<file path="src/hdl/hslrgb_pkg.sv">
package hslrgb_pkg;

  // Piece of the hue ramp that a wrapped hue falls into.
  typedef enum logic [1:0] {
    SEG_RISE,
    SEG_HIGH,
    SEG_FALL,
    SEG_LOW
  } seg_e;

  // Hue offset of one color lane.
  typedef enum logic [1:0] {
    OFS_PLUS,
    OFS_NONE,
    OFS_MINUS
  } hue_ofs_e;

  // Load enables of the four pipeline stages.
  typedef struct packed {
    logic s1;
    logic s2;
    logic s3;
    logic s4;
  } stage_en_t;

endpackage

</file>
<file path="src/hdl/hsl_to_rgb_convert.sv">
// HSL to RGB converter for pixel streams. Hue, saturation and lightness come in
// as unsigned Q0.16 fractions and are carried internally at FRAC_BITS fraction
// bits; red, green and blue leave as 8-bit values. The block takes one word per
// clock while the output is not stalled, and has four register stages: the
// lightness times saturation product and hue wrapping, the p and q levels, the
// per-channel ramp multiply, and the final scale by 255. A stall on the output
// holds the pipeline in place and back-pressures the input through the ready
// chain, so no word is lost or repeated.
module hsl_to_rgb_convert #(
  parameter int FRAC_BITS = 16
) (
  input  logic        clk_i,
  input  logic        rst_ni,
  input  logic        in_valid_i,
  output logic        in_ready_o,
  input  logic [15:0] hue_i,
  input  logic [15:0] saturation_i,
  input  logic [15:0] lightness_i,
  output logic        out_valid_o,
  input  logic        out_ready_i,
  output logic [7:0]  red_o,
  output logic [7:0]  green_o,
  output logic [7:0]  blue_o
);
  import hslrgb_pkg::*;

  logic [3:0]           valid_q;
  stage_en_t            en;
  logic [23:0]          hue_x, sat_x, light_x;
  logic [FRAC_BITS-1:0] hue_f, sat_f, light_f;
  logic [FRAC_BITS:0]   p_w, q_w, d_w;

  // A stage loads when it is empty or its word moves on.
  assign en.s4      = !valid_q[3] || out_ready_i;
  assign en.s3      = !valid_q[2] || en.s4;
  assign en.s2      = !valid_q[1] || en.s3;
  assign en.s1      = !valid_q[0] || en.s2;
  assign in_ready_o = en.s1;
  assign out_valid_o = valid_q[3];

  always_ff @(posedge clk_i or negedge rst_ni) begin
    if (!rst_ni) begin
      valid_q <= '0;
    end else begin
      if (en.s1) valid_q[0] <= in_valid_i;
      if (en.s2) valid_q[1] <= valid_q[0];
      if (en.s3) valid_q[2] <= valid_q[1];
      if (en.s4) valid_q[3] <= valid_q[2];
    end
  end

  // Move the Q0.16 inputs to FRAC_BITS, truncating.
  assign hue_x   = {hue_i, 8'h00} >> (24 - FRAC_BITS);
  assign sat_x   = {saturation_i, 8'h00} >> (24 - FRAC_BITS);
  assign light_x = {lightness_i, 8'h00} >> (24 - FRAC_BITS);
  assign hue_f   = hue_x[FRAC_BITS-1:0];
  assign sat_f   = sat_x[FRAC_BITS-1:0];
  assign light_f = light_x[FRAC_BITS-1:0];

  // Zero saturation needs no bypass: it gives p equal to q equal to lightness.
  hslrgb_pq #(
    .FRAC_BITS(FRAC_BITS)
  ) u_pq (
    .clk_i  (clk_i),
    .en_i   (en),
    .sat_i  (sat_f),
    .light_i(light_f),
    .p_o    (p_w),
    .q_o    (q_w),
    .d_o    (d_w)
  );

  hslrgb_lane #(
    .FRAC_BITS(FRAC_BITS),
    .HUE_OFS  (OFS_PLUS)
  ) u_red (
    .clk_i (clk_i),
    .en_i  (en),
    .hue_i (hue_f),
    .p_i   (p_w),
    .q_i   (q_w),
    .d_i   (d_w),
    .chan_o(red_o)
  );

  hslrgb_lane #(
    .FRAC_BITS(FRAC_BITS),
    .HUE_OFS  (OFS_NONE)
  ) u_green (
    .clk_i (clk_i),
    .en_i  (en),
    .hue_i (hue_f),
    .p_i   (p_w),
    .q_i   (q_w),
    .d_i   (d_w),
    .chan_o(green_o)
  );

  hslrgb_lane #(
    .FRAC_BITS(FRAC_BITS),
    .HUE_OFS  (OFS_MINUS)
  ) u_blue (
    .clk_i (clk_i),
    .en_i  (en),
    .hue_i (hue_f),
    .p_i   (p_w),
    .q_i   (q_w),
    .d_i   (d_w),
    .chan_o(blue_o)
  );

  // Back-pressure reaches the input only when every stage holds a word.
  a_full_when_blocked: assert property (
    @(posedge clk_i) disable iff (!rst_ni)
    !in_ready_o |-> (valid_q == 4'b1111)
  ) else $error("input blocked while pipeline has a free stage");

  // A word never waits behind an empty stage.
  a_word_advances: assert property (
    @(posedge clk_i) disable iff (!rst_ni)
    (valid_q[0] && !valid_q[1]) |=> valid_q[1]
  ) else $error("word failed to advance into empty stage");

  // An empty output stage always lets the input through.
  a_ready_when_out_empty: assert property (
    @(posedge clk_i) disable iff (!rst_ni)
    !out_valid_o |-> in_ready_o
  ) else $error("input blocked with empty output stage");

endmodule

</file>
<file path="src/hdl/hslrgb_pq.sv">
module hslrgb_pq #(
  parameter int FRAC_BITS = 16
) (
  input  logic                   clk_i,
  input  hslrgb_pkg::stage_en_t  en_i,
  input  logic [FRAC_BITS-1:0]   sat_i,
  input  logic [FRAC_BITS-1:0]   light_i,
  output logic [FRAC_BITS:0]     p_o,
  output logic [FRAC_BITS:0]     q_o,
  output logic [FRAC_BITS:0]     d_o
);
  import hslrgb_pkg::*;

  logic [2*FRAC_BITS-1:0] ls_prod;
  logic [FRAC_BITS-1:0]   l1_q, s1_q, ls1_q;
  logic [FRAC_BITS+1:0]   q_w, p_w, d_w, two_l;
  logic [FRAC_BITS:0]     p2_q, q2_q, d2_q;

  assign ls_prod = light_i * sat_i;

  always_ff @(posedge clk_i) begin
    if (en_i.s1) begin
      l1_q  <= light_i;
      s1_q  <= sat_i;
      ls1_q <= ls_prod[2*FRAC_BITS-1:FRAC_BITS];
    end
  end

  // The top bit of lightness tells whether it lies below one half.
  always_comb begin
    two_l = {1'b0, l1_q, 1'b0};
    if (l1_q[FRAC_BITS-1]) begin
      q_w = {2'b00, l1_q} + {2'b00, s1_q} - {2'b00, ls1_q};
    end else begin
      q_w = {2'b00, l1_q} + {2'b00, ls1_q};
    end
    if (two_l < q_w) begin
      p_w = '0;
    end else begin
      p_w = two_l - q_w;
    end
    d_w = q_w - p_w;
  end

  always_ff @(posedge clk_i) begin
    if (en_i.s2) begin
      p2_q <= p_w[FRAC_BITS:0];
      q2_q <= q_w[FRAC_BITS:0];
      d2_q <= d_w[FRAC_BITS:0];
    end
  end

  assign p_o = p2_q;
  assign q_o = q2_q;
  assign d_o = d2_q;

endmodule

</file>
<file path="src/hdl/hslrgb_lane.sv">
module hslrgb_lane #(
  parameter int FRAC_BITS = 16,
  parameter hslrgb_pkg::hue_ofs_e HUE_OFS = hslrgb_pkg::OFS_NONE
) (
  input  logic                   clk_i,
  input  hslrgb_pkg::stage_en_t  en_i,
  input  logic [FRAC_BITS-1:0]   hue_i,
  input  logic [FRAC_BITS:0]     p_i,
  input  logic [FRAC_BITS:0]     q_i,
  input  logic [FRAC_BITS:0]     d_i,
  output logic [7:0]             chan_o
);
  import hslrgb_pkg::*;

  localparam int W = FRAC_BITS + 4;
  localparam longint unsigned OneI = 64'd1 << FRAC_BITS;
  localparam longint unsigned ThirdI = (OneI + 64'd1) / 64'd3;
  localparam logic [W-1:0] ONE_W = W'(OneI);
  localparam logic [W-1:0] THIRD_W = W'(ThirdI);
  localparam logic [FRAC_BITS:0] ONE_N = (FRAC_BITS+1)'(OneI);

  logic [W-1:0]           h_w, t_w, v_w, two_v, three_v, six_v, m_w;
  seg_e                   seg_w;
  seg_e                   seg1_q, seg2_q, seg3_q;
  logic [FRAC_BITS:0]     m1_q, m2_q;
  logic [2*FRAC_BITS+1:0] prod;
  logic [FRAC_BITS:0]     ramp3_q, p3_q, q3_q;
  logic [FRAC_BITS+1:0]   c_w;
  logic [FRAC_BITS:0]     c_cl;
  logic [FRAC_BITS+8:0]   scaled;
  logic [7:0]             chan4_q;

  // Stage 1: offset and wrap the hue, then pick the ramp piece.
  always_comb begin
    h_w = W'(hue_i);
    t_w = h_w + THIRD_W;
    case (HUE_OFS)
      OFS_PLUS: begin
        v_w = (t_w > ONE_W) ? t_w - ONE_W : t_w;
      end
      OFS_MINUS: begin
        v_w = (h_w < THIRD_W) ? h_w + ONE_W - THIRD_W : h_w - THIRD_W;
      end
      default: begin
        v_w = h_w;
      end
    endcase
    two_v   = v_w << 1;
    three_v = two_v + v_w;
    six_v   = three_v << 1;
    if (six_v < ONE_W) begin
      seg_w = SEG_RISE;
      m_w   = six_v;
    end else if (two_v < ONE_W) begin
      seg_w = SEG_HIGH;
      m_w   = '0;
    end else if (three_v < (ONE_W << 1)) begin
      seg_w = SEG_FALL;
      m_w   = ((ONE_W << 1) - three_v) << 1;
    end else begin
      seg_w = SEG_LOW;
      m_w   = '0;
    end
  end

  always_ff @(posedge clk_i) begin
    if (en_i.s1) begin
      seg1_q <= seg_w;
      m1_q   <= m_w[FRAC_BITS:0];
    end
  end

  always_ff @(posedge clk_i) begin
    if (en_i.s2) begin
      seg2_q <= seg1_q;
      m2_q   <= m1_q;
    end
  end

  // Stage 3: slope times position along the ramp.
  assign prod = d_i * m2_q;

  always_ff @(posedge clk_i) begin
    if (en_i.s3) begin
      ramp3_q <= prod[2*FRAC_BITS:FRAC_BITS];
      seg3_q  <= seg2_q;
      p3_q    <= p_i;
      q3_q    <= q_i;
    end
  end

  // Stage 4: channel fraction, clamp to one, scale by 255.
  always_comb begin
    case (seg3_q) inside
      SEG_RISE, SEG_FALL: c_w = {1'b0, p3_q} + {1'b0, ramp3_q};
      SEG_HIGH:           c_w = {1'b0, q3_q};
      default:            c_w = {1'b0, p3_q};
    endcase
    c_cl   = (c_w > {1'b0, ONE_N}) ? ONE_N : c_w[FRAC_BITS:0];
    scaled = {c_cl, 8'h00} - (FRAC_BITS+9)'(c_cl);
  end

  always_ff @(posedge clk_i) begin
    if (en_i.s4) begin
      chan4_q <= scaled[FRAC_BITS+7:FRAC_BITS];
    end
  end

  assign chan_o = chan4_q;

endmodule
</file>
<file path="config.mk">
export PLATFORM = sky130hd
export DESIGN_NAME = hsl_to_rgb_convert
export DESIGN_NICKNAME = d
export VERILOG_FILES = /design/src/hdl/hslrgb_pkg.sv /design/src/hdl/hsl_to_rgb_convert.sv /design/src/hdl/hslrgb_pq.sv /design/src/hdl/hslrgb_lane.sv
export SDC_FILE = /design/constraint.sdc
export NUM_CORES = 2
export LEC_CHECK = 0
export BUFFER_PORTS_ARGS = -buffer_cell sky130_fd_sc_hd__buf_2
export CAP_MARGIN = 20
export CORE_MARGIN = 2
export CORE_UTILIZATION = 66
export DETAILED_ROUTE_END_ITERATION = 10
export PLACE_DENSITY = 0.83
export SYNTH_ARGS = -nofsm -noshare
export SYNTH_HDL_FRONTEND = slang
export SYNTH_HIERARCHICAL = 1
export SYNTH_SLANG_ARGS = --single-unit
</file>
<file path="constraint.sdc">
create_clock -name clk_i -period 8.15 [get_ports clk_i]
set_input_delay 1.2225 -clock clk_i [delete_from_list [all_inputs] [get_ports clk_i]]
set_output_delay 1.2225 -clock clk_i [all_outputs]
set_load 0.02 [all_outputs]
</file>
==> parameters.txt <==
Parameter                              Value

Detailed routing
  DRC ... 0
  Count of nets left with antenna violations after detail routing ... 0
  Post-DR vias/cell ... 5.94
  Drt wl/cell ... 19.7 µm
  Overall via count from detail_route ... 44700
  Met3 wirelength from detailed routing ... 11400 µm
  Number of iterations in the first detailed-routing pass ... 6
  Wire length on met2 ... 71500 µm
  Post-Route M1 WL ... 59100 µm
  Uppermost signal routing layer after detailed routing ... met5
  1st-iter DRT viols ... 3642
  Total detailed-routing wirelength ... 148000 µm

Clock tree
  CTS tree ... yes
  Number of H-tree levels ... 2
  Buffer type at the clock tree root ... clkbuf_16
  CTS Sinks ... 394
  Clock Tree Buf Depth ... 3
  Number of resized instances in the post-cts repair step ... 0
  Quantity of hold-fixing buffers added after cts ... 0
  Setup bufs post-CTS ... 0
  Clock-pin slew of the registers on the worst-case setup and hold paths ... 0.06 ns
  Insertion delay of the later-clocked pin in the worst-skew pair ... 0.62 ns
  CTS buffer count ... 46

Synthesis
  Top area cells in the synthesized netlist ... fa_1, edfxtp_1, ha_1
  Synth async-reset ratio ... 1.02%
  Share of Yosys cell area claimed by the top area cell type ... 27.9%
  Post-synthesis cell type count ... 122
  Number of enable-type register cells in the synthesized netlist ... 390
  Count leader, synth ... inv_1
  Warning count from the yosys run ... 6
  Cell type contributing the most total cell area after synthesis ... fa_1
  Nets in the synthesized netlist ... 7843
  Total standard cell area after synthesis ... 0.0599 mm²
  Prevailing post-synth register cell ... edfxtp_1
  Cells after synthesis ... 6301
  Mean cell area of the mapped netlist ... 9.51 µm²
  Synth Register Bits ... 394
  Sequential-to-total area share from yosys stat ... 19.7%
  Commonest cells in the netlist ... inv_1, fa_1, nand2_1, ha_1, and2_1

Timing
  Final hold violation count ... 0
  Highest achievable clock rate ... 131 MHz
  Final clock period utilization by the worst path ... 93.9%
  Max_slew headroom ... 23.9%
  Setup repair after global routing missed its margin ... false
  Time the final worst path needs with I/O delays and setup ... 7.65 ns
  Number of pins exceeding their max-slew limit in the final report ... 0
  Setup Skew ... 0.0497 ns
  Slew @ Worst Pin ... 1.14 ns
  Number of failing setup endpoints in the final timing report ... 0
  Post-route setup TNS ... 0 ns

Floorplanning
  Overall die area ... 0.0932 mm²
  Core footprint ... 0.0900 mm²
  Die height ... 305 µm
  Initial core utilization ... 66.5%
  Die width ... 305 µm
  Number of I/O pins ... 78
  Cell row count ... 110

Global route
  Maximum number of pins on one net before global-route repair ... 103
  GR Overflow Total ... 0
  Global-route usage over all layers ... 32.5%
  Antenna violations before repair ... 2
  Vias in the first global route ... 47100
  Global-route wire length before repair ... 242000 µm

Cells and area
  # nets final ... 7848
  ANT cells ... 0
  Growth of design area from synthesis to finish ... 5.32%
  Fraction of final layout cells with drive strength greater than 1 ... 5.06%

Critical path
  Signal arrival time at the worst endpoint ... 8.02 ns
  Worst path slowest cell ... o41ai_1
  Most used cell along the critical path ... a21oi_1
  Buf/Inv on CP ... 3
  Maximum single-stage delay on the critical path ... 0.59 ns
  Critical path launch point type ... flop
  Maximum fanout encountered on the critical timing path ... 10
  Required time of the critical path ... 8.51 ns
  Setup crit end kind ... flop
  CP delay by family, top ... compound AO/OA/AOI/OAI gates
  Start-to-end type of the worst setup path ... reg -> reg

Placed design
  GPL Wtd Cong ... 0.942
  Sum of net half-perimeters after detailed placement ... 115000 µm
  Port Buffer Count ... 77

Hold path
  Type of the tightest min-delay check ... in -> async

Run status
  Outcome ... finished, final reports clean

Run
  Max-cap viol count ... 0
[area by class of cell]
cell class                 instances  area (µm²)
fill                            6606       26900
multi-input combinational       4489       42700
tap                             1176        1470
sequential                       394       11800
clock inverter                    34         337
timing repair buffer             140         953
clock buffer                      51        1170
inverter                        1235        4640
[path summary, 6_finish.rpt]
path	slack, ns	cells after the start	to	from
min in group clk_i	0.40	0	u_blue/m2_q[16]	u_blue/m1_q[16]
setup / recovery	0.50	30	u_pq/d_o[16]	u_pq/l1_q[1]
hold reg to reg	0.40	0	u_blue/m2_q[16]	u_blue/m1_q[16]
hold / removal	0.39	1	valid_q[0]	rst_ni
setup reg to reg	0.50	30	u_pq/d_o[16]	u_pq/l1_q[1]
max in group asynchronous	7.64	1	valid_q[2]	rst_ni
[worst register-to-register path: cells and delay by family (launching register included)]
kind / cells / cell delay, ns
AND/OR/NAND/NOR: 4 / 0.44
adder cells (fa/ha/maj): 4 / 1.54
multiplexers: 1 / 0.28
flip-flops: 1 / 0.47
AO/OA/AOI/OAI: 16 / 3.97
buffers and inverters: 3 / 0.42
XOR/XNOR: 2 / 0.29
[layer usage]
layer	vias up	GRT usage, %
li1	20300	-
met1	22200	41.7
met4	2	13.4
met5	-	0
met3	410	5.20
met2	1819	55.2
[cell usage in the layout (no fill, tap or decap), types with 46 or more instances in the layout]
| cell | Yosys | layout |
|---|---|---|
| a21oi_1 | 197 | 197 |
| xor2_1 | 72 | 72 |
| nor3_1 | 76 | 76 |
| clkbuf_16 | 0 | 46 |
| nand2_1 | 726 | 726 |
| ha_1 | 655 | 655 |
| o21ai_0 | 127 | 127 |
| mux2i_1 | 50 | 50 |
| nand2b_1 | 57 | 57 |
| nand3_1 | 55 | 55 |
| and2_1 | 532 | 532 |
| fa_1 | 835 | 835 |
| edfxtp_1 | 390 | 390 |
| nor2_1 | 223 | 223 |
| a21o_1 | 71 | 71 |
| o21a_1 | 61 | 61 |
| buf_4 | 3 | 56 |
| inv_1 | 1233 | 1233 |
| buf_2 | 17 | 77 |
| xnor2_1 | 140 | 140 |
[logic make-up after synthesis]
family                     count (synthesis)  synth area share (%)
AOI/OAI and AO/OA                        806                  9.18
xor gates and xnor gates                 216                  3.23
buffers and inverters                   1418                  8.99
other                                      1               0.00626
DFF                                      394                  19.7
muxes                                     69                  1.19
adders and majority gates               1490                  41.6
and+or+nand+nor                         1907                  16.1
[through the flow]
step / worst slack (ns) / utilization (%) / hold slack, ns / instances / cell area, µm²
finish: 0.496 / 70.1 / 0.390 / 7519 / 63100
global route: 0.0807 / 70.1 / 0.372 / 7519 / 63100
CTS: 0.485 / 70.1 / 0.360 / 7518 / 63100
detailed placement: 0.580 / 68.4 / 0.405 / 7433 / 61500
global placement: 0.610 / 68.4 / 0.401 / 7433 / 61500
floorplan: 1.24 / - / 0.400 / 6301 / 59900
Power is not shown: default switching activity piles up to over one toggle a cycle in this logic, so the estimate is an artifact.
